--- src/design/hht_pkg.sv ---
// ----------------------------------------------------------------------------
// HTTP head tokenizer package
// Parser mode codes, byte class codes, delimiters and shared types.
// ----------------------------------------------------------------------------
`default_nettype none

package hht_pkg;

	// Parser mode codes; 13 to 15 are unused and behave like the done mode.
	localparam int unsigned ModeW = 4;
	typedef logic [ModeW-1:0] mode_t;

	localparam mode_t M_FIRST   = 4'd0;
	localparam mode_t M_URI     = 4'd1;
	localparam mode_t M_REQVER  = 4'd2;
	localparam mode_t M_RESPVER = 4'd3;
	localparam mode_t M_STATUS  = 4'd4;
	localparam mode_t M_REASON  = 4'd5;
	localparam mode_t M_LINELF  = 4'd6;
	localparam mode_t M_HOS     = 4'd7;
	localparam mode_t M_HNAME   = 4'd8;
	localparam mode_t M_HSKIP   = 4'd9;
	localparam mode_t M_HVAL    = 4'd10;
	localparam mode_t M_SEP     = 4'd11;
	localparam mode_t M_DONE    = 4'd12;

	// Byte class codes.
	typedef logic [3:0] cls_t;
	localparam cls_t C_NONE    = 4'd0;
	localparam cls_t C_METHOD  = 4'd1;
	localparam cls_t C_URI     = 4'd2;
	localparam cls_t C_VERSION = 4'd3;
	localparam cls_t C_STATUS  = 4'd4;
	localparam cls_t C_REASON  = 4'd5;
	localparam cls_t C_HNAME   = 4'd6;
	localparam cls_t C_HVALUE  = 4'd7;
	localparam cls_t C_UNDEC   = 4'd8;

	// Field end codes share the class numbering in three bits.
	typedef logic [2:0] fend_t;
	localparam fend_t F_NONE    = 3'd0;
	localparam fend_t F_METHOD  = 3'd1;
	localparam fend_t F_URI     = 3'd2;
	localparam fend_t F_VERSION = 3'd3;
	localparam fend_t F_STATUS  = 3'd4;
	localparam fend_t F_REASON  = 3'd5;
	localparam fend_t F_HNAME   = 3'd6;
	localparam fend_t F_HVALUE  = 3'd7;

	// Message kind codes.
	typedef logic [1:0] kind_t;
	localparam kind_t K_UNKNOWN  = 2'd0;
	localparam kind_t K_REQUEST  = 2'd1;
	localparam kind_t K_RESPONSE = 2'd2;

	// Delimiter bytes.
	localparam logic [7:0] CH_SP    = 8'h20;
	localparam logic [7:0] CH_SLASH = 8'h2F;
	localparam logic [7:0] CH_CR    = 8'h0D;
	localparam logic [7:0] CH_LF    = 8'h0A;
	localparam logic [7:0] CH_COLON = 8'h3A;

	// Parser state carried from one byte to the next.
	typedef struct packed {
		mode_t mode;
		kind_t kind;
	} state_t;

	// Tagged result of one byte.
	typedef struct packed {
		logic [7:0] data;
		cls_t       cls;
		fend_t      fend;
		kind_t      kind;
		logic       done;
		logic       ferr;
	} result_t;

endpackage

`default_nettype wire

--- src/design/http_head_tokenizer_unit.sv ---
// ----------------------------------------------------------------------------
// HTTP head tokenizer
// Tags each byte of an HTTP/1.1 message head with the field it belongs to.
// ----------------------------------------------------------------------------
// Usage:
// The input channel (in_valid, in_ready, data_byte, new_message) takes one
// byte per beat; new_message set on a beat restarts parsing at that byte.
// The output channel (out_valid, out_ready, out_byte ... framing_error)
// gives exactly one tagged beat for every input beat, in order.
// A beat is captured in the input register, then decoded against the parser
// state into the result register. Throughput is one byte per cycle while the
// receiver takes each result; the parser state updates in the same cycle
// that a byte moves into the result register, so each byte sees the state
// left by the one before it.
// When the receiver stalls, the result register holds, the input register
// fills, and in_ready falls only once both are occupied.
// Reset clears both valid flags and puts the parser into first-token mode
// with an unknown message kind.
// ----------------------------------------------------------------------------
`default_nettype none

module http_head_tokenizer_unit (
	input  wire logic       clk,
	input  wire logic       arst_n,
	input  wire logic       in_valid,
	output      logic       in_ready,
	input  wire logic [7:0] data_byte,
	input  wire logic       new_message,
	output      logic       out_valid,
	input  wire logic       out_ready,
	output      logic [7:0] out_byte,
	output      logic [3:0] byte_class,
	output      logic [2:0] field_end,
	output      logic [1:0] message_kind,
	output      logic       headers_done,
	output      logic       framing_error
);

	logic             valid_s1;
	logic [7:0]       data_s1;
	logic             newmsg_s1;
	logic             valid_s2;
	hht_pkg::result_t res_s2;
	hht_pkg::state_t  state_q;
	hht_pkg::state_t  state_d;
	hht_pkg::result_t res_d;
	logic             adv_s2;
	logic             adv_s1;

	// Stage handshakes: the result register frees when taken or empty.
	assign adv_s2   = !valid_s2 || out_ready;
	assign adv_s1   = valid_s1 && adv_s2;
	assign in_ready = !valid_s1 || adv_s2;

	// Input and result register valid flags and parser state.
	always_ff @(posedge clk or negedge arst_n) begin
		if (!arst_n) begin
			valid_s1 <= 1'b0;
			valid_s2 <= 1'b0;
			state_q  <= '{mode: hht_pkg::M_FIRST, kind: hht_pkg::K_UNKNOWN};
		end else begin
			if (in_ready) begin
				valid_s1 <= in_valid;
			end
			if (adv_s2) begin
				valid_s2 <= valid_s1;
			end
			if (adv_s1) begin
				state_q <= state_d;
			end
		end
	end

	// Input register payload.
	always_ff @(posedge clk) begin
		if (in_ready && in_valid) begin
			data_s1   <= data_byte;
			newmsg_s1 <= new_message;
		end
	end

	// Byte decode against the current parser state.
	hht_decode u_decode (
		.data_byte   (data_s1),
		.new_message (newmsg_s1),
		.st_cur      (state_q),
		.st_nxt      (state_d),
		.res         (res_d)
	);

	// Result register payload.
	always_ff @(posedge clk) begin
		if (adv_s1) begin
			res_s2 <= res_d;
		end
	end

	assign out_valid     = valid_s2;
	assign out_byte      = res_s2.data;
	assign byte_class    = res_s2.cls;
	assign field_end     = res_s2.fend;
	assign message_kind  = res_s2.kind;
	assign headers_done  = res_s2.done;
	assign framing_error = res_s2.ferr;

endmodule

`default_nettype wire

--- src/design/hht_decode.sv ---
// ----------------------------------------------------------------------------
// HTTP head tokenizer byte decoder
// Classifies one byte against the current parser state and gives the next state.
// ----------------------------------------------------------------------------
`default_nettype none

module hht_decode (
	input  wire logic [7:0]      data_byte,
	input  wire logic            new_message,
	input  wire hht_pkg::state_t st_cur,
	output hht_pkg::state_t      st_nxt,
	output hht_pkg::result_t     res
);

	hht_pkg::mode_t   mode;
	hht_pkg::mode_t   mode_n;
	hht_pkg::kind_t   kind_n;
	hht_pkg::cls_t    cls;
	hht_pkg::fend_t   fend;
	logic             done;
	logic             ferr;

	// A new message restarts the parser before this byte is handled.
	always_comb begin
		mode   = new_message ? hht_pkg::M_FIRST : st_cur.mode;
		kind_n = new_message ? hht_pkg::K_UNKNOWN : st_cur.kind;
		mode_n = mode;
		cls    = hht_pkg::C_NONE;
		fend   = hht_pkg::F_NONE;
		done   = 1'b0;
		ferr   = 1'b0;

		unique case (mode)
			hht_pkg::M_FIRST: begin
				if (data_byte == hht_pkg::CH_SP) begin
					fend   = hht_pkg::F_METHOD;
					kind_n = hht_pkg::K_REQUEST;
					mode_n = hht_pkg::M_URI;
				end else if (data_byte == hht_pkg::CH_SLASH) begin
					cls    = hht_pkg::C_VERSION;
					kind_n = hht_pkg::K_RESPONSE;
					mode_n = hht_pkg::M_RESPVER;
				end else begin
					cls = hht_pkg::C_UNDEC;
				end
			end
			hht_pkg::M_URI: begin
				if (data_byte == hht_pkg::CH_SP) begin
					fend   = hht_pkg::F_URI;
					mode_n = hht_pkg::M_REQVER;
				end else begin
					cls = hht_pkg::C_URI;
				end
			end
			hht_pkg::M_REQVER: begin
				if (data_byte == hht_pkg::CH_CR) begin
					fend   = hht_pkg::F_VERSION;
					mode_n = hht_pkg::M_LINELF;
				end else if (data_byte == hht_pkg::CH_LF) begin
					mode_n = hht_pkg::M_HOS;
				end else begin
					cls = hht_pkg::C_VERSION;
				end
			end
			hht_pkg::M_RESPVER: begin
				if (data_byte == hht_pkg::CH_SP) begin
					fend   = hht_pkg::F_VERSION;
					mode_n = hht_pkg::M_STATUS;
				end else begin
					cls = hht_pkg::C_VERSION;
				end
			end
			hht_pkg::M_STATUS: begin
				if (data_byte == hht_pkg::CH_SP) begin
					fend   = hht_pkg::F_STATUS;
					mode_n = hht_pkg::M_REASON;
				end else begin
					cls = hht_pkg::C_STATUS;
				end
			end
			hht_pkg::M_REASON: begin
				if (data_byte == hht_pkg::CH_CR) begin
					fend   = hht_pkg::F_REASON;
					mode_n = hht_pkg::M_LINELF;
				end else if (data_byte == hht_pkg::CH_LF) begin
					mode_n = hht_pkg::M_HOS;
				end else begin
					cls = hht_pkg::C_REASON;
				end
			end
			hht_pkg::M_LINELF: begin
				if (data_byte == hht_pkg::CH_LF) begin
					mode_n = hht_pkg::M_HOS;
				end
			end
			hht_pkg::M_HOS: begin
				if (data_byte == hht_pkg::CH_CR) begin
					mode_n = hht_pkg::M_SEP;
				end else if (data_byte == hht_pkg::CH_COLON) begin
					fend   = hht_pkg::F_HNAME;
					mode_n = hht_pkg::M_HSKIP;
				end else begin
					cls    = hht_pkg::C_HNAME;
					mode_n = hht_pkg::M_HNAME;
				end
			end
			hht_pkg::M_HNAME: begin
				if (data_byte == hht_pkg::CH_COLON) begin
					fend   = hht_pkg::F_HNAME;
					mode_n = hht_pkg::M_HSKIP;
				end else begin
					cls = hht_pkg::C_HNAME;
				end
			end
			hht_pkg::M_HSKIP, hht_pkg::M_HVAL: begin
				// Leading spaces of a value get no class; later spaces are value bytes.
				if (data_byte == hht_pkg::CH_SP && mode == hht_pkg::M_HSKIP) begin
					mode_n = hht_pkg::M_HSKIP;
				end else if (data_byte == hht_pkg::CH_CR) begin
					fend   = hht_pkg::F_HVALUE;
					mode_n = hht_pkg::M_LINELF;
				end else if (data_byte == hht_pkg::CH_LF) begin
					mode_n = hht_pkg::M_HOS;
				end else begin
					cls    = hht_pkg::C_HVALUE;
					mode_n = hht_pkg::M_HVAL;
				end
			end
			hht_pkg::M_SEP: begin
				if (data_byte == hht_pkg::CH_LF) begin
					done   = 1'b1;
					mode_n = hht_pkg::M_DONE;
				end else begin
					ferr = 1'b1;
				end
			end
			default: begin
				// Done mode and the unused codes ignore every byte.
				mode_n = mode;
			end
		endcase
	end

	assign st_nxt.mode = mode_n;
	assign st_nxt.kind = kind_n;

	assign res.data = data_byte;
	assign res.cls  = cls;
	assign res.fend = fend;
	assign res.kind = kind_n;
	assign res.done = done;
	assign res.ferr = ferr;

endmodule

`default_nettype wire

--- config.mk ---
export PLATFORM = sky130hd
export DESIGN_NAME = http_head_tokenizer_unit
export DESIGN_NICKNAME = d
export VERILOG_FILES = /design/src/design/hht_pkg.sv /design/src/design/http_head_tokenizer_unit.sv /design/src/design/hht_decode.sv
export SDC_FILE = /design/constraint.sdc
export NUM_CORES = 1
export LEC_CHECK = 0
export ABC_CLOCK_PERIOD_IN_PS = 2050
export BUFFER_PORTS_ARGS = -buffer_cell sky130_fd_sc_hd__buf_4
export CORE_MARGIN = 1
export CORE_UTILIZATION = 55
export CTS_BUF_LIST = sky130_fd_sc_hd__clkbuf_4 sky130_fd_sc_hd__clkbuf_8 sky130_fd_sc_hd__clkbuf_16
export CTS_CLUSTER_SIZE = 8
export DETAILED_ROUTE_END_ITERATION = 10
export PLACE_DENSITY_LB_ADDON = 0.12
export SYNTH_ARGS = -nofsm -noshare
export SYNTH_HDL_FRONTEND = slang
export SYNTH_SLANG_ARGS = --single-unit
export TNS_END_PERCENT = 1
--- constraint.sdc ---
create_clock -name clk -period 2.05 [get_ports clk]
set_input_delay 0.5125 -clock clk [delete_from_list [all_inputs] [get_ports clk]]
set_output_delay 0.5125 -clock clk [all_outputs]
set_load 0.01 [all_outputs]
# ---- Word level (Yosys, flattened, before mapping)
# Index checks and enable logic that the tools add are counted.
dict set report op_classes {
  eq_ne 16
  mux 48
  n_reduce_logical 10
}
# operator n
set ops {}
lappend ops {{two-way mux 4 bit} 21}
lappend ops {{one-hot mux 4 bit (10 select lines)} 1}
lappend ops {{one-hot mux 4 bit (9 select lines)} 1}
lappend ops {{two-way mux 3 bit} 10}
lappend ops {{one-hot mux 3 bit (9 select lines)} 1}
lappend ops {{== test 8 x 6 -> 1 bit, second input constant} 3}
lappend ops {{two-way mux 2 bit} 10}
lappend ops {{== test 4 x 3 -> 1 bit, second input constant} 4}
lappend ops {{== test 4 bit, second input constant} 4}
lappend ops {{== test 8 x 4 -> 1 bit, second input constant} 2}
lappend ops {{== test 4 x 2 -> 1 bit, second input constant} 2}
lappend ops {{== test 4 x 1 -> 1 bit, second input constant} 1}
lappend ops {{zero test 4 bit} 1}
lappend ops {{two-way mux 1 bit} 4}
lappend ops {{OR reduction 2 bit} 2}
lappend ops {{logical AND 1 bit} 3}
lappend ops {{zero test 1 bit} 2}
lappend ops {{logical OR 1 bit} 2}
dict set report word_totals {
  regBits 36
  inputBits 13
  elab_cells 86
}

# ---- Logic depth before layout (Yosys ltp)
# Gate-level depths: netlist of run 1.
dict set report logic_depth {
  ltp_word 5
  mapped_depth 7
  ltp_nobuf 6
}

# ---- By module
# A second synthesis of run 1 with hierarchy kept.
dict set report hier_totals {
  hier_cells 175
  hier_area_um2 1966.9
}
# module instances cells_each area_each_um2 seq_area_each_um2
set modules_own_cells {}
lappend modules_own_cells {http_head_tokenizer_unit 1 49 1187.4 1041.0}
lappend modules_own_cells {hht_decode 1 126 779.5 0.0}

# ---- Worst setup path after synthesis of run 1
# No wires, ideal clock.
dict set report synth_timing {
  kind {input to register}
  start {in out_ready}
  end {reg state_q[2] (netlist bit)}
  setup_ns 0.142
  arrival_ns 1.752
  required_ns 1.908
  slack_ns 0.156
  path_stages 6
  path_cell_list {nand2b_1 > nand2_1 > inv_1 > nand2_1 > nor4_1 > a41oi_1}
}
dict set report synth_via {
  elab_chain_len 2
}
# item line_no
set synth_rtl {}
lappend synth_rtl {{start: declaration} http_head_tokenizer_unit.sv:30} ;# input wire logic out_ready,
lappend synth_rtl {{logical OR 1 bit} http_head_tokenizer_unit.sv:51} ;# assign adv_s2 = !valid_s2 || out_ready;
lappend synth_rtl {{logical AND 1 bit} http_head_tokenizer_unit.sv:52} ;# assign adv_s1 = valid_s1 && adv_s2;
lappend synth_rtl {{net adv_s1} http_head_tokenizer_unit.sv:48} ;# logic adv_s1;
lappend synth_rtl {{end signal: assignment} http_head_tokenizer_unit.sv:60} ;# state_q <= '{mode: hht_pkg::M_FIRST, kind: hht_pkg::K_UNKNOWN};
lappend synth_rtl {{end signal: assignment} http_head_tokenizer_unit.sv:69} ;# state_q <= state_d;
lappend synth_rtl {{end: declaration} http_head_tokenizer_unit.sv:44} ;# hht_pkg::state_t state_q;
# The timed path passes the listed nets, and every way through them passes these cells.
# A chain may end at the register's enable or synchronous reset.

# ---- Final worst setup path of run 1
dict set report layout_timing {
  start {reg data_s1[0]}
  end {reg state_q[2] (netlist bit)}
}
dict set report layout_via {
  elab_chain_len 5
}
# item line_no
set layout_rtl {}
lappend layout_rtl {{start: declaration} http_head_tokenizer_unit.sv:40} ;# logic [7:0] data_s1;
lappend layout_rtl {{start signal: assignment} http_head_tokenizer_unit.sv:77} ;# data_s1 <= data_byte;
lappend layout_rtl {{== test 8 x 4 -> 1 bit} n/a}
lappend layout_rtl {{two-way mux 4 bit} hht_decode.sv:122} ;# end else if (data_byte == hht_pkg::CH_LF) begin
lappend layout_rtl {{two-way mux 4 bit} hht_decode.sv:119} ;# end else if (data_byte == hht_pkg::CH_CR) begin
lappend layout_rtl {{two-way mux 4 bit} hht_decode.sv:117} ;# if (data_byte == hht_pkg::CH_SP && mode == hht_pkg::M_HSKIP) begin
lappend layout_rtl {{one-hot mux 4 bit (10 select lines) *} hht_decode.sv:33} ;# unique case (mode)
# Every way passes the cells marked *; elsewhere a longest branch is shown, timed or not.

==> impl_metrics.yaml, run 1 <==
run_status:
  status: "complete, no violations"
timing:
  worst_slew_pin_slew_ps: 550
  max_freq_mhz: 500
  fin_skew_ps: 13.1
  report.final.slew_viol_count: 0
  max_slew_margin: 0.629
  finalHoldViolations: 0
  period_needed_ps: 2000
  fin_crit_sh: 0.976
  holdWs_ps: 331
  setup_viol: 0
  rsz0062_at_grt: "true"
job:
  cap_violations: 0
pwr:
  leakage_nw: 0.941
  power_frac_comb: 0.301
  sequentialPowerShare: 0.504
  finalPower_mw: 1.98
  swShare: 0.341
  internal_power_mw: 1.31
  power.share.clock: 0.195
  peakVddDrop_v: 0.000462
  cellPowerDensity_mw_per_mm2: 825
  p_sw_uw: 677
detailed_routing:
  antenna_left: 0
  num_vias: 1641
  avgRoutedWirePerCell_um: 17.2
  drtIter0Drc: 105
  drcViolationCount: 0
  dr.pass1.iters: 4
  wl_mm: 4.74
  viasPerCell: 5.97
worst_setup_path:
  reg2regPathDepth: 6
  worstSetupEndpointType: "flop"
  critPathRequiredTime_ps: 2280
  slowest_delay_ps: 500
  crit_family: "simple AND/OR/NAND/NOR gates"
  cp_num_cells: 6
  worst_setup_path_start_kind: "flop"
  path_cells: "buf_4, nor3b_2, and3_1, o221ai_1, nor4_1, a41oi_1"
  arrival_ps: 2230
  path_buf_inv: 1
  slowest_stage: "edfxtp_1"
  crit_fanout: 6
  crit_type: "flop to flop"
clocking:
  clock_sinks: 36
  clk_pin_slew_ps: 120
  cts_buffers: 5
  cts_root_buf: "clkbuf_4"
  htree_levels: 2
  clockBufferDepth: 2
  insertion_delay_ps: 360
  cts_tree: "built"
logic_synthesis:
  synthArstFlopShare: 0.222
  synth_area_per_cell_um2: 11.1
  synth_edf_count: 28
  synth.top_cell.area_share: 0.432
  synthCells: 176
  netlist_top_cells_area: "edfxtp_1, dfrtp_1, nand2_1"
  yosysTopAreaCell: "edfxtp_1"
  synth_seq_cells: 36
  synth_nets: 189
  synth-seq-area-share: 0.534
  ys.flop_type: "edfxtp_1"
  synth_area_mm2: 0.00195
  synth_cell_types: 54
  synth_warnings: 0
grt:
  antenna_found_initial: 0
  grt_pass1_wl_mm: 7.26
  grt_max_degree: 21
  gr-usage-all-layers: 0.279
  first_global_vias: 1474
  gr-total-overflow: 0
placement:
  routabilityCongestion: 0.935
  place_inst: 264
  hpwl_mm: 3.54
  placed_area_mm2: 0.00231
  portBuffers: 33
layout:
  stdcell_count: 275
  fillers: 255
  drive_above_1_share: 0.314
  final_cell_mix: "buf_4, edfxtp_1, nand2_1"
  antennaDiodeCount: 0
  multi_input_area_um2: 835
  layout.nets: 241
  ff_latch_area_mm2: 0.00104
  final_common_cell: "buf_4"
  fin_area_mm2: 0.00240
  area_delta_synth_final_pct: 23.4
floorplan:
  std_cell_rows: 21
  start_util: 0.579
  core_area_mm2: 0.00336
  dieArea_mm2: 0.00378
  die_x_um: 61.5
  die_h_um: 61.5
  ios: 34
min_path:
  whs_path_depth: 1
  hp-class: "primary input to flop"
[final cells by class]
class	count	area share
sequential	36	0.434
multi-input combinational	128	0.347
timing repair buffer	52	0.163
tap	46	0.0239
clock buffer	6	0.0187
inverter	5	0.00781
clock inverter	2	0.00469
[power groups by stage]
stage | combinational (mW) | clock, mW | sequential (mW)
after floorplan | 0.416 | 0 | 0.970
after global placement | 0.582 | 0 | 1.00
after detailed placement | 0.580 | 0 | 1.01
after CTS | 0.586 | 0.390 | 0.993
after global routing | 0.649 | 0.415 | 1.01
final | 0.597 | 0.386 | 0.999
[through the flow]
step	utilization	setup WS, ps	setup TNS [ps]
3_3_place_gp	0.688	145	0
6_report	0.715	49.8	0
3_5_place_dp	0.688	97.8	0
2_1_floorplan	-	156	0
5_1_grt	0.715	-9.77	-17.7
4_1_cts	0.708	92.6	0
[routing by layer]
metal	wire, µm	vias up	track usage
li1	-	783	-
met1	1960	758	0.369
met2	2280	88	0.439
met3	408	12	0.0840
met4	100	0	0.0952
met5	0	-	0
[worst register-to-register path: stages, from the launching register on]
cell	delay [ps]
edfxtp_1	500
buf_4	190
nor3b_2	320
and3_1	270
o221ai_1	150
nor4_1	310
a41oi_1	160
[state kept, by name, indices dropped and copies added (netlist names), 2 cells and up]
| signal | count |
|---|---|
| data_s1 | 8 |
| field_end | 3 |
| byte_class | 4 |
| state_q | 6 |
| message_kind | 2 |
| out_byte | 8 |
[cell usage after synthesis, types with 2 or more instances]
cell type,n
o21a_1,3
edfxtp_1,28
and2_1,2
o211ai_1,5
nor3_1,5
or3_1,3
buf_6,4
nor2b_1,4
nand2b_1,5
nor3b_2,2
o21ai_0,4
buf_2,3
and3b_1,2
inv_1,4
nor4_1,3
a21o_1,2
nor2_1,14
nor3b_1,2
a31oi_1,4
o21ai_1,8
a21oi_1,8
nor4_2,2
nand3_1,4
nand2_1,17
o221ai_1,2
dfrtp_1,8
[what timing repair did]
action	CTS	global route
hold endpoints to repair	8	0
resized for setup	0	3
buffers inserted	0	2
hold buffers	1	0
endpoints found under the setup margin	0	4
[cells by family (layout without fill, tap and decap cells)]
family,Yosys count,after routing,synth area share
compound gates,49,49,0.169
xor+xnor,2,2,0.0128
buf+inv,12,65,0.0405
flops,36,36,0.534
simple gates,77,77,0.243
[final timing paths]
check / startpoint / endpoint / slack (ps)
min reg2reg: state_q[0]$_DFFE_PN0P_ / state_q[0]$_DFFE_PN0P_ / 510
min: data_byte[5] / data_s1[5]$_DFFE_PP_ / 330
min in group asynchronous: arst_n / state_q[5]$_DFFE_PN0P_ / 490
max: data_s1[0]$_DFFE_PP_ / state_q[2]$_DFFE_PN0P_ / 50
max in group asynchronous: arst_n / state_q[0]$_DFFE_PN0P_ / 1400
max reg2reg: data_s1[0]$_DFFE_PP_ / state_q[2]$_DFFE_PN0P_ / 50
Note: power is estimated with default switching activity, not from simulation.
==> run 2, diff against run 1 <==
--- a/config.mk
+++ b/config.mk
@@ -7,6 +7,7 @@
 export LEC_CHECK = 0
 export ABC_CLOCK_PERIOD_IN_PS = 2050
 export BUFFER_PORTS_ARGS = -buffer_cell sky130_fd_sc_hd__buf_4
+export CORE_ASPECT_RATIO = 1.4
 export CORE_MARGIN = 1
 export CORE_UTILIZATION = 55
 export CTS_BUF_LIST = sky130_fd_sc_hd__clkbuf_4 sky130_fd_sc_hd__clkbuf_8 sky130_fd_sc_hd__clkbuf_16
==> run 2 against run 1 <==
Compared with the run above: die area about the same; clock-buffer cell count unchanged; sequential power about the same; critical path depth down 1; non-clock buffer count up 2; flip-flop and latch count unchanged; cell area up 1.1%; total power up 7.2%; wire length up 4.7%; clock power up 31%; first-iteration DRC count down 25%; highest routed layer unchanged.
==> impl_metrics.yaml, run 2 (synthesis gave the netlist of run 1 again) <==
run_status:
  status: "complete, no violations"
worst_setup_path:
  worstSetupEndpointType: "flop"
  crit_fanout: 8
  arrival_ps: 2110
  crit_family: "simple AND/OR/NAND/NOR gates"
  crit_type: "flop to flop"
  worst_setup_path_start_kind: "flop"
  path_buf_inv: 0
  critPathRequiredTime_ps: 2200
  slowest_stage: "or4_4"
  path_cells: "or4_4, nor2_8, nor4_2, nor4_1, a41oi_1"
  slowest_delay_ps: 620
grt:
  grt_max_degree: 21
  first_global_vias: 1726
  gr-usage-all-layers: 0.295
  gr-total-overflow: 0
  grt_pass1_wl_mm: 8.06
  antenna_found_initial: 0
placement:
  place_inst: 263
  hpwl_mm: 3.80
  routabilityCongestion: 0.928
  place_ws_ps: 113
  portBuffers: 33
pwr:
  peakVddDrop_v: 0.000606
  cellPowerDensity_mw_per_mm2: 874
  swShare: 0.329
  internal_power_mw: 1.43
  p_sw_uw: 699
  power_frac_comb: 0.293
  sequentialPowerShare: 0.469
  power.share.clock: 0.238
  leakage_nw: 0.967
  finalPower_mw: 2.13
timing:
  tns_ps: 0
  fin_skew_ps: 4.05
  holdWs_ps: 24.7
  fin_crit_sh: 0.956
  max_slew_margin: 0.697
  finalWorstSetupSlack_ps: 90.0
  report.final.slew_viol_count: 0
  worst_slew_pin_slew_ps: 454
  finalHoldViolations: 0
  rsz0062_at_grt: "false"
  period_needed_ps: 1960
  setup_viol: 0
  max_freq_mhz: 510
floorplan:
  dieArea_mm2: 0.00379
  std_cell_rows: 25
  core_area_mm2: 0.00338
  die_h_um: 72.4
  start_util: 0.577
  die_x_um: 52.3
  ios: 34
detailed_routing:
  avgRoutedWirePerCell_um: 18.3
  num_vias: 1710
  drtIter0Drc: 79
  dr.pass1.iters: 4
  wl_mm: 4.97
  antenna_left: 0
  viasPerCell: 6.31
  drcViolationCount: 0
layout:
  antennaDiodeCount: 0
  final_common_cell: "buf_4"
  stdcell_count: 271
  drive_above_1_share: 0.312
  layout.nets: 243
  area_delta_synth_final_pct: 24.8
  final_cell_mix: "buf_4, edfxtp_1, nand2_1"
job:
  cap_violations: 0
clocking:
  hold_buffers: 0
  clk_pin_slew_ps: 70
  post_cts_buffers: 0
  cts_resized: 0
  clockBufferDepth: 2
  clock_sinks: 36
  cts_tree: "built"
  insertion_delay_ps: 290
  htree_levels: 2
  cts_root_buf: "clkbuf_8"
  cts_buffers: 5
min_path:
  hp-class: "primary input to async pin"
[run 2: cell types whose count changed in the layout (fill, tap and decap cells not counted), sizes merged]
cell | before | now
dlygate4sd3 | 1 | 0
buf | 51 | 54
[run 2: worst reg2reg max path, delay by kind of cell (launching register included)]
family,cells,cell delay (ps)
AND/OR/NAND/NOR,4,1190
flip-flops,1,450
AO/OA/AOI/OAI,1,170
[run 2: per-stage QoR]
| step | instance area, µm² | util |
|---|---|---|
| finish | 2430 | 0.720 |
| global route | 2430 | 0.720 |
| CTS | 2430 | 0.720 |
| detailed placement | 2340 | 0.694 |
| global placement | 2340 | 0.694 |
| floorplan | 1950 | - |
[run 2: power groups by stage]
stage	Sequential (mW)	Clock, mW	Combinational [mW]
after floorplan	0.970	0	0.416
after global placement	0.999	0	0.608
after detailed placement	1.01	0	0.611
after CTS	0.994	0.512	0.615
after global routing	1.01	0.533	0.676
final	0.997	0.507	0.622
[run 2: final cells by class]
type | instances | area, µm²
fillers | 252 | 947
well taps | 40 | 50.0
repair buffers | 54 | 405
flip-flops and latches | 36 | 1040
clock inverters | 2 | 11.3
clock buffers | 6 | 76.3
multi-input cells | 128 | 828
inverters | 5 | 18.8
[run 2: layer usage]
metal	vias to the layer above	part of all wire	GRT usage	wire (µm)
li1	790	-	-	-
met1	801	0.37	0.353	1840
met2	103	0.52	0.488	2610
met3	16	0.075	0.0713	371
met4	0	0.029	0.143	145
met5	-	0	0	0
[run 2: path summary, 6_finish.rpt]
kind	slack, ps	cells past startpoint	start	endpoint
max	90	5	data_s1[1]$_DFFE_PP_	state_q[2]$_DFFE_PN0P_
max in group asynchronous	1890	1	arst_n	state_q[0]$_DFFE_PN0P_
min	20	1	arst_n	state_q[2]$_DFFE_PN0P_
min in group clk	390	1	data_byte[2]	data_s1[2]$_DFFE_PP_
max reg2reg	90	5	data_s1[1]$_DFFE_PP_	state_q[2]$_DFFE_PN0P_
min reg2reg	500	2	state_q[0]$_DFFE_PN0P_	state_q[0]$_DFFE_PN0P_
